**src/sv/msg_pkg.sv**
```systemverilog
package msg_pkg;

	localparam int CFG_INDEX_W = 3;
	localparam int CFG_DATA_W  = 32;

	typedef enum logic [2:0] {
		ST_READY = 3'd0,
		ST_GEN   = 3'd1,
		ST_CNEG  = 3'd2,
		ST_CPOS  = 3'd3,
		ST_DONE  = 3'd4
	} motion_state_t;

	typedef enum logic [1:0] {
		REQ_MOVE  = 2'd0,
		REQ_STOP  = 2'd1,
		REQ_RESET = 2'd2,
		REQ_CHECK = 2'd3
	} req_t;

	typedef enum logic [CFG_INDEX_W-1:0] {
		CFG_AUTO_RESET      = 3'd0,
		CFG_START_POSITION  = 3'd1,
		CFG_TARGET_POSITION = 3'd2,
		CFG_FINITE_STEP     = 3'd3,
		CFG_CONT_STEP       = 3'd4,
		CFG_CYCLE_TIMES     = 3'd5,
		CFG_TRAVEL_MIN      = 3'd6,
		CFG_TRAVEL_MAX      = 3'd7
	} cfg_idx_t;

	typedef struct packed {
		logic               auto_reset;
		logic signed [31:0] start_position;
		logic signed [31:0] target_position;
		logic [30:0]        finite_step;
		logic [30:0]        cont_step;
		logic [15:0]        cycle_times;
		logic signed [31:0] travel_min;
		logic signed [31:0] travel_max;
	} cfg_t;

	localparam cfg_t CFG_RESET = '{
		auto_reset:      1'b1,
		start_position:  32'sh0000_0000,
		target_position: 32'sh0000_0000,
		finite_step:     31'h0,
		cont_step:       31'h0,
		cycle_times:     16'h0A0A,
		travel_min:      32'sh8000_0000,
		travel_max:      32'sh7FFF_FFFF
	};

	typedef struct packed {
		req_t               req_type;
		logic               continuous;
		logic               trigger;
		logic               direction;
		logic signed [31:0] move_start;
		logic [31:0]        now_ms;
		logic signed [31:0] checked_position;
		logic signed [31:0] sensitivity;
	} item_t;

	typedef struct packed {
		motion_state_t      mode;
		logic [31:0]        last_step_time;
		logic signed [31:0] cont_step_signed;
		logic               starting;
		logic               neg_limit;
		logic               pos_limit;
	} gen_state_t;

	localparam gen_state_t GEN_RESET = '{
		mode:             ST_READY,
		last_step_time:   32'h0,
		cont_step_signed: 32'sh0,
		starting:         1'b0,
		neg_limit:        1'b0,
		pos_limit:        1'b0
	};

	typedef struct packed {
		logic signed [31:0] setpoint;
		logic               motion_pulse;
		logic               starting;
		logic               ending;
		motion_state_t      motion_state;
		logic               neg_limit_hit;
		logic               pos_limit_hit;
	} result_t;

endpackage

```
**src/sv/motion_setpoint_generator.sv**
```systemverilog
// Constant-velocity setpoint generator. Takes one request beat per clock cycle while
// in_ready is high and returns exactly one result beat for it: the request lands in an
// input register, one pass of the step logic updates the motion state and setpoint,
// and the result waits in an output register, so while a result is stalled one more
// request is still taken into the input register before the input stalls. Move calls
// step the Q16.16 setpoint by the programmed increment once the cycle time has elapsed
// against now_ms, land finite moves on the target and clamp at the travel limits.
// Registers may be written only while no request is in flight, and take effect on the
// next request.
module motion_setpoint_generator #(
	parameter int POS_WIDTH    = 32,
	parameter int MIN_CYCLE_MS = 10
) (
	input  logic                             clk,
	input  logic                             arst_n,
	input  logic                             cfg_wr_en,
	input  logic [msg_pkg::CFG_INDEX_W-1:0]  cfg_index,
	input  logic [msg_pkg::CFG_DATA_W-1:0]   cfg_data,
	input  logic                             in_valid,
	output logic                             in_ready,
	input  logic [1:0]                       req_type,
	input  logic                             continuous,
	input  logic                             trigger,
	input  logic                             direction,
	input  logic signed [31:0]               move_start,
	input  logic [31:0]                      now_ms,
	input  logic signed [31:0]               checked_position,
	input  logic signed [31:0]               sensitivity,
	output logic                             out_valid,
	input  logic                             out_ready,
	output logic signed [31:0]               setpoint,
	output logic                             motion_pulse,
	output logic                             starting,
	output logic                             ending,
	output logic [2:0]                       motion_state,
	output logic                             neg_limit_hit,
	output logic                             pos_limit_hit
);

	msg_pkg::cfg_t              cfg;
	msg_pkg::item_t             in_item, item_s1;
	logic                       valid_s1, adv;
	msg_pkg::gen_state_t        gen_q, gen_nxt;
	logic signed [POS_WIDTH-1:0] setpoint_q, setpoint_nxt;
	msg_pkg::result_t           result, result_q;
	logic                       out_valid_q;

	msg_cfg_regs u_cfg (
		.clk    (clk),
		.arst_n (arst_n),
		.wr_en  (cfg_wr_en),
		.index  (cfg_index),
		.data   (cfg_data),
		.cfg    (cfg)
	);

	always_comb begin
		in_item.req_type         = msg_pkg::req_t'(req_type);
		in_item.continuous       = continuous;
		in_item.trigger          = trigger;
		in_item.direction        = direction;
		in_item.move_start       = move_start;
		in_item.now_ms           = now_ms;
		in_item.checked_position = checked_position;
		in_item.sensitivity      = sensitivity;
	end

	assign adv      = valid_s1 && (!out_valid_q || out_ready);
	assign in_ready = !valid_s1 || adv;

	always_ff @(posedge clk or negedge arst_n) begin
		if (!arst_n) begin
			valid_s1 <= 1'b0;
		end else if (in_ready) begin
			valid_s1 <= in_valid;
		end
	end

	always_ff @(posedge clk) begin
		if (in_valid && in_ready) begin
			item_s1 <= in_item;
		end
	end

	msg_step #(
		.POS_WIDTH    (POS_WIDTH),
		.MIN_CYCLE_MS (MIN_CYCLE_MS)
	) u_step (
		.item         (item_s1),
		.cur          (gen_q),
		.setpoint_cur (setpoint_q),
		.cfg          (cfg),
		.nxt          (gen_nxt),
		.setpoint_nxt (setpoint_nxt),
		.result       (result)
	);

	always_ff @(posedge clk or negedge arst_n) begin
		if (!arst_n) begin
			gen_q      <= msg_pkg::GEN_RESET;
			setpoint_q <= '0;
		end else if (adv) begin
			gen_q      <= gen_nxt;
			setpoint_q <= setpoint_nxt;
		end
	end

	always_ff @(posedge clk or negedge arst_n) begin
		if (!arst_n) begin
			out_valid_q <= 1'b0;
		end else if (adv) begin
			out_valid_q <= 1'b1;
		end else if (out_ready) begin
			out_valid_q <= 1'b0;
		end
	end

	always_ff @(posedge clk) begin
		if (adv) begin
			result_q <= result;
		end
	end

	assign out_valid     = out_valid_q;
	assign setpoint      = result_q.setpoint;
	assign motion_pulse  = result_q.motion_pulse;
	assign starting      = result_q.starting;
	assign ending        = result_q.ending;
	assign motion_state  = result_q.motion_state;
	assign neg_limit_hit = result_q.neg_limit_hit;
	assign pos_limit_hit = result_q.pos_limit_hit;

	// a pulse only leaves a moving state
	a_pulse_moving: assert property (@(posedge clk) disable iff (!arst_n)
		(out_valid_q && result_q.motion_pulse) |->
			(result_q.motion_state == msg_pkg::ST_GEN
			|| result_q.motion_state == msg_pkg::ST_CNEG
			|| result_q.motion_state == msg_pkg::ST_CPOS))
		else $error("motion pulse outside a moving state");

	a_ending_stopped: assert property (@(posedge clk) disable iff (!arst_n)
		(out_valid_q && result_q.ending) |->
			(result_q.motion_state == msg_pkg::ST_READY
			|| result_q.motion_state == msg_pkg::ST_DONE))
		else $error("ending reported while still moving");

	a_cpos_step: assert property (@(posedge clk) disable iff (!arst_n)
		(gen_q.mode == msg_pkg::ST_CPOS) |-> (gen_q.cont_step_signed > 32'sd0))
		else $error("positive continuous motion without positive increment");

	a_cneg_step: assert property (@(posedge clk) disable iff (!arst_n)
		(gen_q.mode == msg_pkg::ST_CNEG) |-> (gen_q.cont_step_signed < 32'sd0))
		else $error("negative continuous motion without negative increment");

endmodule

```
**src/sv/msg_cfg_regs.sv**
```systemverilog
module msg_cfg_regs (
	input  logic                             clk,
	input  logic                             arst_n,
	input  logic                             wr_en,
	input  logic [msg_pkg::CFG_INDEX_W-1:0]  index,
	input  logic [msg_pkg::CFG_DATA_W-1:0]   data,
	output msg_pkg::cfg_t                    cfg
);

	msg_pkg::cfg_t cfg_q;

	always_ff @(posedge clk or negedge arst_n) begin
		if (!arst_n) begin
			cfg_q <= msg_pkg::CFG_RESET;
		end else if (wr_en) begin
			case (msg_pkg::cfg_idx_t'(index))
				msg_pkg::CFG_AUTO_RESET:      cfg_q.auto_reset      <= data[0];
				msg_pkg::CFG_START_POSITION:  cfg_q.start_position  <= data[31:0];
				msg_pkg::CFG_TARGET_POSITION: cfg_q.target_position <= data[31:0];
				msg_pkg::CFG_FINITE_STEP:     cfg_q.finite_step     <= data[30:0];
				msg_pkg::CFG_CONT_STEP:       cfg_q.cont_step       <= data[30:0];
				msg_pkg::CFG_CYCLE_TIMES:     cfg_q.cycle_times     <= data[15:0];
				msg_pkg::CFG_TRAVEL_MIN:      cfg_q.travel_min      <= data[31:0];
				msg_pkg::CFG_TRAVEL_MAX:      cfg_q.travel_max      <= data[31:0];
				default: ;
			endcase
		end
	end

	assign cfg = cfg_q;

endmodule

```
**src/sv/msg_step.sv**
```systemverilog
module msg_step #(
	parameter int POS_WIDTH    = 32,
	parameter int MIN_CYCLE_MS = 10
) (
	input  msg_pkg::item_t                item,
	input  msg_pkg::gen_state_t           cur,
	input  logic signed [POS_WIDTH-1:0]   setpoint_cur,
	input  msg_pkg::cfg_t                 cfg,
	output msg_pkg::gen_state_t           nxt,
	output logic signed [POS_WIDTH-1:0]   setpoint_nxt,
	output msg_pkg::result_t              result
);

	localparam int EW = ((POS_WIDTH > 32) ? POS_WIDTH : 32) + 2;
	localparam logic signed [EW-1:0] POS_MAX_E =
		{{(EW-POS_WIDTH+1){1'b0}}, {(POS_WIDTH-1){1'b1}}};
	localparam logic signed [EW-1:0] POS_MIN_E = ~POS_MAX_E;
	localparam logic [7:0] MIN_CYC = 8'(MIN_CYCLE_MS);

	function automatic logic signed [EW-1:0] sx32(input logic [31:0] v);
		return {{(EW-32){v[31]}}, v};
	endfunction

	function automatic logic signed [EW-1:0] clamp_e(input logic signed [EW-1:0] v);
		logic signed [EW-1:0] r;
		if (v > POS_MAX_E) begin
			r = POS_MAX_E;
		end else if (v < POS_MIN_E) begin
			r = POS_MIN_E;
		end else begin
			r = v;
		end
		return r;
	endfunction

	logic signed [EW-1:0] p_cur_e, tmin_e, tmax_e, tgt_e, start_e;
	logic signed [EW-1:0] base_e, fstep_e, cstep_e, inc_f_e, sc_e;
	logic signed [EW-1:0] absd_e, sum_e, raw_e, lim_e, p_step_e, p_new_e;
	logic                 ready_st, fin_pos, dpos, allowed, big, step_ok;
	logic                 elapsed, matched, active, zero_step, stop, pulse;
	logic [7:0]           cyc_raw, cyc;
	logic [31:0]          last_plus;
	logic signed [33:0]   cp_e, lo_e, hi_e, dlo, dhi, adlo, adhi, sens_raw, sens_e;

	assign p_cur_e  = EW'(setpoint_cur);
	assign tmin_e   = sx32(cfg.travel_min);
	assign tmax_e   = sx32(cfg.travel_max);
	assign tgt_e    = sx32(cfg.target_position);
	assign start_e  = sx32(cfg.start_position);
	assign ready_st = (cur.mode == msg_pkg::ST_READY);

	// on a start from ready the setpoint first jumps to the start position (move_start for continuous moves)
	assign base_e = ready_st
		? (item.continuous ? clamp_e(sx32(item.move_start)) : clamp_e(start_e))
		: p_cur_e;

	assign fin_pos = !(tgt_e < start_e);
	assign fstep_e = {{(EW-31){1'b0}}, cfg.finite_step};
	assign cstep_e = {{(EW-31){1'b0}}, cfg.cont_step};
	assign inc_f_e = fin_pos ? fstep_e : -fstep_e;
	assign sc_e    = ready_st ? (item.direction ? cstep_e : -cstep_e)
		: sx32(cur.cont_step_signed);

	assign dpos    = item.continuous ? item.direction : fin_pos;
	assign allowed = dpos ? (base_e < tmax_e) : (base_e > tmin_e);

	assign absd_e = (tgt_e >= base_e) ? (tgt_e - base_e) : (base_e - tgt_e);
	assign big    = (absd_e >= fstep_e);
	assign sum_e  = base_e + (item.continuous ? sc_e : inc_f_e);
	assign raw_e  = (item.continuous || big) ? clamp_e(sum_e) : clamp_e(tgt_e);

	// clamp at the travel limit in the direction of motion
	assign lim_e = (dpos && (raw_e >= tmax_e)) ? clamp_e(tmax_e)
		: ((!dpos && (raw_e <= tmin_e)) ? clamp_e(tmin_e) : raw_e);

	assign step_ok  = allowed && (item.continuous ? item.trigger
		: (big || (tgt_e != base_e)));
	assign p_step_e = step_ok ? lim_e : base_e;

	assign cyc_raw   = item.continuous ? cfg.cycle_times[15:8] : cfg.cycle_times[7:0];
	assign cyc       = (cyc_raw < MIN_CYC) ? MIN_CYC : cyc_raw;
	assign elapsed   = ((item.now_ms - cur.last_step_time) >= {24'h0, cyc});
	assign last_plus = cur.last_step_time + {24'h0, cyc};

	assign matched = (!item.continuous && (cur.mode == msg_pkg::ST_GEN))
		|| ((cur.mode == msg_pkg::ST_CNEG) && !item.direction)
		|| ((cur.mode == msg_pkg::ST_CPOS) && item.direction);
	assign active    = item.continuous || (cur.mode == msg_pkg::ST_GEN);
	assign zero_step = item.continuous ? (cfg.cont_step == '0) : (cfg.finite_step == '0);

	assign cp_e     = 34'(item.checked_position);
	assign lo_e     = 34'(cfg.travel_min);
	assign hi_e     = 34'(cfg.travel_max);
	assign dlo      = cp_e - lo_e;
	assign dhi      = cp_e - hi_e;
	assign adlo     = (dlo < 0) ? -dlo : dlo;
	assign adhi     = (dhi < 0) ? -dhi : dhi;
	assign sens_raw = 34'(item.sensitivity);
	assign sens_e   = (sens_raw < 0) ? -sens_raw : sens_raw;

	always_comb begin
		nxt     = cur;
		p_new_e = p_cur_e;
		pulse   = 1'b0;
		stop    = 1'b0;
		case (item.req_type)
			msg_pkg::REQ_MOVE: begin
				if (ready_st) begin
					nxt.starting = 1'b0;
					if (item.trigger && !zero_step) begin
						if (!item.continuous) begin
							nxt.mode = msg_pkg::ST_GEN;
						end else if (item.direction) begin
							nxt.mode = msg_pkg::ST_CPOS;
						end else begin
							nxt.mode = msg_pkg::ST_CNEG;
						end
						if (item.continuous) begin
							nxt.cont_step_signed = sc_e[31:0];
						end
						nxt.last_step_time = item.now_ms;
						p_new_e = p_step_e;
						if (step_ok) begin
							nxt.starting = 1'b1;
							pulse        = 1'b1;
						end
					end
				end else if (matched) begin
					nxt.starting = 1'b0;
					if (active && elapsed) begin
						nxt.last_step_time = last_plus;
						if (step_ok) begin
							p_new_e = lim_e;
							pulse   = 1'b1;
						end else begin
							stop = 1'b1;
						end
					end
				end else if (cur.mode == msg_pkg::ST_DONE) begin
					if (cfg.auto_reset) begin
						nxt.mode = msg_pkg::ST_READY;
					end
				end
			end
			msg_pkg::REQ_STOP: begin
				stop = item.trigger;
			end
			msg_pkg::REQ_RESET: begin
				nxt.mode = msg_pkg::ST_READY;
			end
			msg_pkg::REQ_CHECK: begin
				nxt.neg_limit = (cp_e < lo_e) || (adlo <= sens_e);
				nxt.pos_limit = (cp_e > hi_e) || (adhi <= sens_e);
			end
			default: ;
		endcase
		if (stop) begin
			if (cfg.auto_reset) begin
				nxt.mode = msg_pkg::ST_READY;
			end else begin
				nxt.mode = msg_pkg::ST_DONE;
			end
		end
	end

	assign setpoint_nxt = p_new_e[POS_WIDTH-1:0];

	always_comb begin
		result.setpoint      = p_new_e[31:0];
		result.motion_pulse  = pulse;
		result.starting      = nxt.starting;
		result.ending        = stop;
		result.motion_state  = nxt.mode;
		result.neg_limit_hit = nxt.neg_limit;
		result.pos_limit_hit = nxt.pos_limit;
	end

endmodule

```
**config.mk**
```make
export PLATFORM = sky130hd
export DESIGN_NAME = motion_setpoint_generator
export DESIGN_NICKNAME = d
export VERILOG_FILES = /design/src/sv/msg_pkg.sv /design/src/sv/motion_setpoint_generator.sv /design/src/sv/msg_cfg_regs.sv /design/src/sv/msg_step.sv
export SDC_FILE = /design/constraint.sdc
export NUM_CORES = 2
export LEC_CHECK = 0
export ABC_AREA = 0
export BUFFER_PORTS_ARGS = -buffer_cell sky130_fd_sc_hd__buf_2
export CAP_MARGIN = 25
export CORE_ASPECT_RATIO = 1.2
export CORE_MARGIN = 2
export CORE_UTILIZATION = 30
export DETAILED_ROUTE_END_ITERATION = 8
export MAX_ROUTING_LAYER = met4
export PLACE_DENSITY = 0.54
export SYNTH_ARGS = -nofsm -noshare
export SYNTH_HDL_FRONTEND = slang
export SYNTH_SLANG_ARGS = --single-unit
```
**constraint.sdc**
```tcl
create_clock -name clk -period 12.56 [get_ports clk]
set_clock_uncertainty 0.1 [all_clocks]
set_input_delay 0.628 -clock clk [delete_from_list [all_inputs] [get_ports clk]]
set_output_delay 0.628 -clock clk [all_outputs]
set_load 0.005 [all_outputs]
```
# After elaboration in Yosys (flattened, before gate mapping)
# Cells that the tools add are included.
# op_classes
addsub	12
magnitude_cmp	28
eq_ne	16
muxes	67
reduce_logical	44
# op_table
operator	n
34-bit two-way mux	19
32-bit two-way mux	16
32-bit > comparator, second input constant	5
32-bit less-than comparator, second input constant	5
34-bit by 32-bit >= comparator with 1-bit output	2
34-bit less-or-equal comparator	2
34-bit by 1-bit less-than comparator with 1-bit output, second input constant	2
68-bit two-way mux	1
31-bit negation with 34-bit output	2
34-bit negation	2
32-bit by 32-bit subtractor with 33-bit output	2
32-bit less-than comparator	2
31-bit zero test	2
35-bit two-way mux	1
34-bit adder	1
32-bit by 34-bit >= comparator with 1-bit output	1
34-bit by 32-bit > comparator with 1-bit output	1
34-bit by 32-bit > comparator with 1-bit output, second input constant	1
34-bit by 32-bit less-or-equal comparator with 1-bit output	1
34-bit by 32-bit less-than comparator with 1-bit output	1
34-bit by 32-bit less-than comparator with 1-bit output, second input constant	1
32-bit by 34-bit != test with 1-bit output	1
32-bit negation with 34-bit output	1
32-bit by 34-bit subtractor with 34-bit output	1
other kinds (27)	94
# totals
regBits	484
inputBits	173
wordCells	199

# Depth between registers and ports, before layout
# depth
word_depth	19
ltp_mapped	48

# Cells and area by module
# A second synthesis with hierarchy kept.
# hier_totals
cells_unflattened	4701
area_unflattened_um2	43370.3
# by_module_without_submodules
module	n_inst	cells_each	area_each_um2
msg_step	1	3857	25854.8
motion_setpoint_generator	1	397	9425.3
msg_cfg_regs	1	447	8090.3

# Worst setup path before layout
# No wires, ideal clock.
# synth_path
path_kind	register -> register
start	register item_s1[130] (netlist bit)
end	register result_q, in the netlist setpoint[18], data pin
setup_time_ns	0.261
t_arrival_ns	9.504
required_time_ns	12.199
slack_ns	2.695
stages_incl_launch_ff	43
path_buffers	9
synth_period_minus_slack_ns	9.865
path_cell_list	edfxtp_1 > clkbuf_1 > clkbuf_1 > buf_1 > mux2i_1 > o21ai_0 > ha_1 > clkbuf_1 > nand2_1 > or4_1 > o41a_1 > o211a_2 > a2bb2oi_2 > clkbuf_1 > buf_1 > o221ai_1 > a21oi_1 > xnor2_1 > [7 not listed] > nor3_2 > buf_4 > nand2_1 > buf_1 > o22a_1 > ha_1 > nand4_1 > nor2_1 > o31a_1 > o311ai_0 > o2111a_1 > o41ai_1 > and2_1 > nand3_1 > buf_2 > o221ai_1 > nor2_1 > a221o_1
# synth_rtl
element	line	text
start: declaration	motion_setpoint_generator.sv:41	msg_pkg::item_t in_item, item_s1;
start signal: assignment	motion_setpoint_generator.sv:81	item_s1 <= in_item;
end signal: assignment	motion_setpoint_generator.sv:120	result_q <= result;
end: declaration	motion_setpoint_generator.sv:45	msg_pkg::result_t result, result_q;

==> summary.md <==
| Metric | Value |
|---|---|
| Ys async rst share | `64.26%` |
| Reg-to-Reg Start | `gen_q[69]$_DFFE_PN0P_` |
| CP max stage delay | `0.95 ns` |
| Crit Path Max Fanout | `47` |
| GRT Overall Usage | `22.44%` |
| Initial Util | `30.19%` |
| Antenna Nets Post-Route | `0` |
| Tcrit/Tclk final | `92.78%` |
| Synth top area share | `16.55%` |
| Crit path to | `setpoint[19]$_DFFE_PP_` |
| Nets | `5590` |
| Outcome | `completed` |
| Setup TNS | `0 ns` |
| Post-Synthesis Cells | `4684` |
| Startpoint types | `flop` |
| Synthesized cell area | `41420 um2` |
| Worst slew margin | `26.54%` |
| EDFF count, synth | `173` |
| Yosys reg bits | `484` |
| Crit path from | `gen_q[69]$_DFFE_PN0P_` |
| GPL Wtd Cong | `0.9649` |
| Num ports | `215` |
| Global-route wire length before repair | `233.9 mm` |
| Post-synthesis cell type count | `97` |
| Most common cell in the netlist | `ha_1` |
| Worst path bufs/invs | `1` |
| TritonCTS clock tree | `yes` |
| Port Buffers | `214` |
| Initial antenna violation count | `15` |
| Largest net degree at the start of global routing | `71` |
| CTS Sinks | `484` |
| Via count | `37580` |
| Dominant synthesized flop cell | `dfrtp_1` |
| DRC Markers | `0` |
| Synth area leader | `dfrtp_1` |
| CP Class | `reg2reg` |
| Period minus WS final | `11.65 ns` |
| Die Width | `343.2 um` |
| Clk root buf | `clkbuf_16` |
| DR vias/cell | `5.527` |
| Worst r2r path cells | `38` |
| Worst slew pin tran | `1.090 ns` |
| Htree depth | `2` |
| DR iter-0 viols | `2844` |
| Hold Violations, Final | `0` |
| CTS Buffer Depth | `3` |
| HPWL Detailed | `124.2 mm` |
| Hold crit path type | `in2reg` |
| DR pass1 iterations | `6` |
| CP max-delay cell | `o21ai_0` |
| Latest clock arrival within the worst-skew pair | `0.69 ns` |
| Rows | `149` |
| Share of the yosys chip area belonging to registers | `31.44%` |
| TritonCTS Buffers | `58` |
| Fill cells | `14302` |
| Max Cap Violations | `0` |
| # setup viols final | `0` |
| CP endpoint kind | `flop` |
| Synth area leaders | `dfrtp_1 17%, ha_1 14%, edfxtp_1 13%, o21ai_0 4.8%, a21oi_1 4.6%` |
| Post-synth top cells | `474 x ha_1, 395 x o21ai_0, 380 x a21oi_1, 358 x nand2_1, 313 x inv_1` |
| YS warnings | `0` |
| Worst EP arrival | `11.97 ns` |
| Hold Crit Depth | `1` |
| Syn-to-layout area delta | `14.66%` |
| Max Slew Vio Count | `0` |
| Vias in the first global route | `37038` |
| Worst path required time | `12.88 ns` |
| Reg2Reg Setup Slack | `0.91 ns` |
| Setup Fix Bufs, Post-CTS | `0` |
| Worst Hold Margin | `0.03795 ns` |
| Clk pin slew, worst setup/hold paths | `0.06 ns` |
| FMAX | `85.82 MHz` |
| CP top delay family | `compound AO/OA/AOI/OAI gates` |
| WP depth | `38` |
| Layout cells sized above 1 | `12.80%` |
| WL per Instance | `23.22 um` |
| Total grt overflow | `0` |
| Overall routed net length | `157.9 mm` |
| Mapped Avg Cell Area | `8.844 um2` |
| Chip height | `411.1 um` |
| RSZ-0062 raised after global routing | `no` |
| RR Endpoint | `setpoint[19]$_DFFE_PP_` |
| Core area | `137200 um2` |
| Die ar. | `141100 um2` |
| Most used cell, CP | `o21ai_0` |
-- cells in the final DEF, fill, tap and decap left out, types with 59 or more instances in the layout --
master | synthesis | routed
buf_4 | 5 | 89
dlygate4sd3_1 | 0 | 83
o22a_1 | 65 | 65
dfrtp_1 | 274 | 274
nor4_1 | 62 | 62
a21o_1 | 129 | 129
nand3_1 | 67 | 67
a221o_1 | 72 | 72
ha_1 | 474 | 474
mux2i_1 | 59 | 59
edfxtp_1 | 173 | 173
nand4_1 | 85 | 85
clkbuf_16 | 0 | 60
nor2_1 | 310 | 310
mux2_2 | 142 | 142
inv_1 | 313 | 312
xor2_1 | 92 | 92
nor3_1 | 110 | 108
a21oi_1 | 380 | 380
nand2_1 | 358 | 356
buf_2 | 26 | 213
xnor2_1 | 177 | 177
o21ai_0 | 395 | 395
-- metal layers --
metal  track usage [%]  wire length (um)
met4             7.137              5452
met1             29.25             70850
met2             36.11             72940
met5                 -                 0
met3             2.744              8605
-- final cells by class --
class	count	area (um2)	share of cell area (%)
tap	1812	2267	4.773
multi-input combinational	3690	26490	55.77
inverter	313	1175	2.474
sequential	484	13020	27.42
clock buffer	77	1665	3.506
clock inverter	32	241.5	0.5084
timing repair buffer	389	2628	5.532
antenna	2	5.005	0.01054
-- kinds of logic after synthesis --
logic type	share of synthesized area, %
AO/OA/AOI/OAI	23.08
XOR/XNOR	5.742
adder cells (fa/ha/maj)	14.66
buffers and inverters	4.818
flip-flops	31.44
multiplexers	5.286
other	0.01813
AND/OR/NAND/NOR	14.96
-- worst min path at each step --
stage | from | endpoint | slack [ns]
floorplan | arst_n | gen_q[0]$_DFFE_PN0P_ | 0.23
global placement | gen_q[19]$_DFFE_PN0P_ | gen_q[19]$_DFFE_PN0P_ | 0.36
detailed placement | gen_q[24]$_DFFE_PN0P_ | gen_q[24]$_DFFE_PN0P_ | 0.37
CTS | now_ms[23] | item_s1[87]$_DFFE_PP_ | 0.00002
global route | now_ms[7] | item_s1[71]$_DFFE_PP_ | 0.01
finish | move_start[14] | item_s1[110]$_DFFE_PP_ | 0.04
-- stage by stage --
step           area (um2)  util, %  instances  setup WS (ns)
2_1_floorplan       41440        -       4688          2.695
3_3_place_gp        44750    32.61       6604          1.228
3_5_place_dp        44750    32.61       6604          1.090
4_1_cts             47480    34.61       6796          1.036
5_1_grt             47500    34.61       6799         0.2417
6_report            47500    34.61       6799         0.9072
-- what timing repair did --
item | CTS | global route
resized for setup | 0 | 0
hold endpoints to repair | 141 | 0
hold buffers | 83 | 0
-- state kept, by name (all words and copies together) (netlist names) --
register,flops
u_cfg.cfg,207
item_s1,133
gen_q,70
setpoint,32
setpoint_q,32
motion_state,3
ending,1
motion_pulse,1
neg_limit_hit,1
out_valid,1
pos_limit_hit,1
starting,1
valid_s1,1
Power is not shown: default switching activity piles up to over one toggle a cycle in this logic, so the estimate is an artifact.
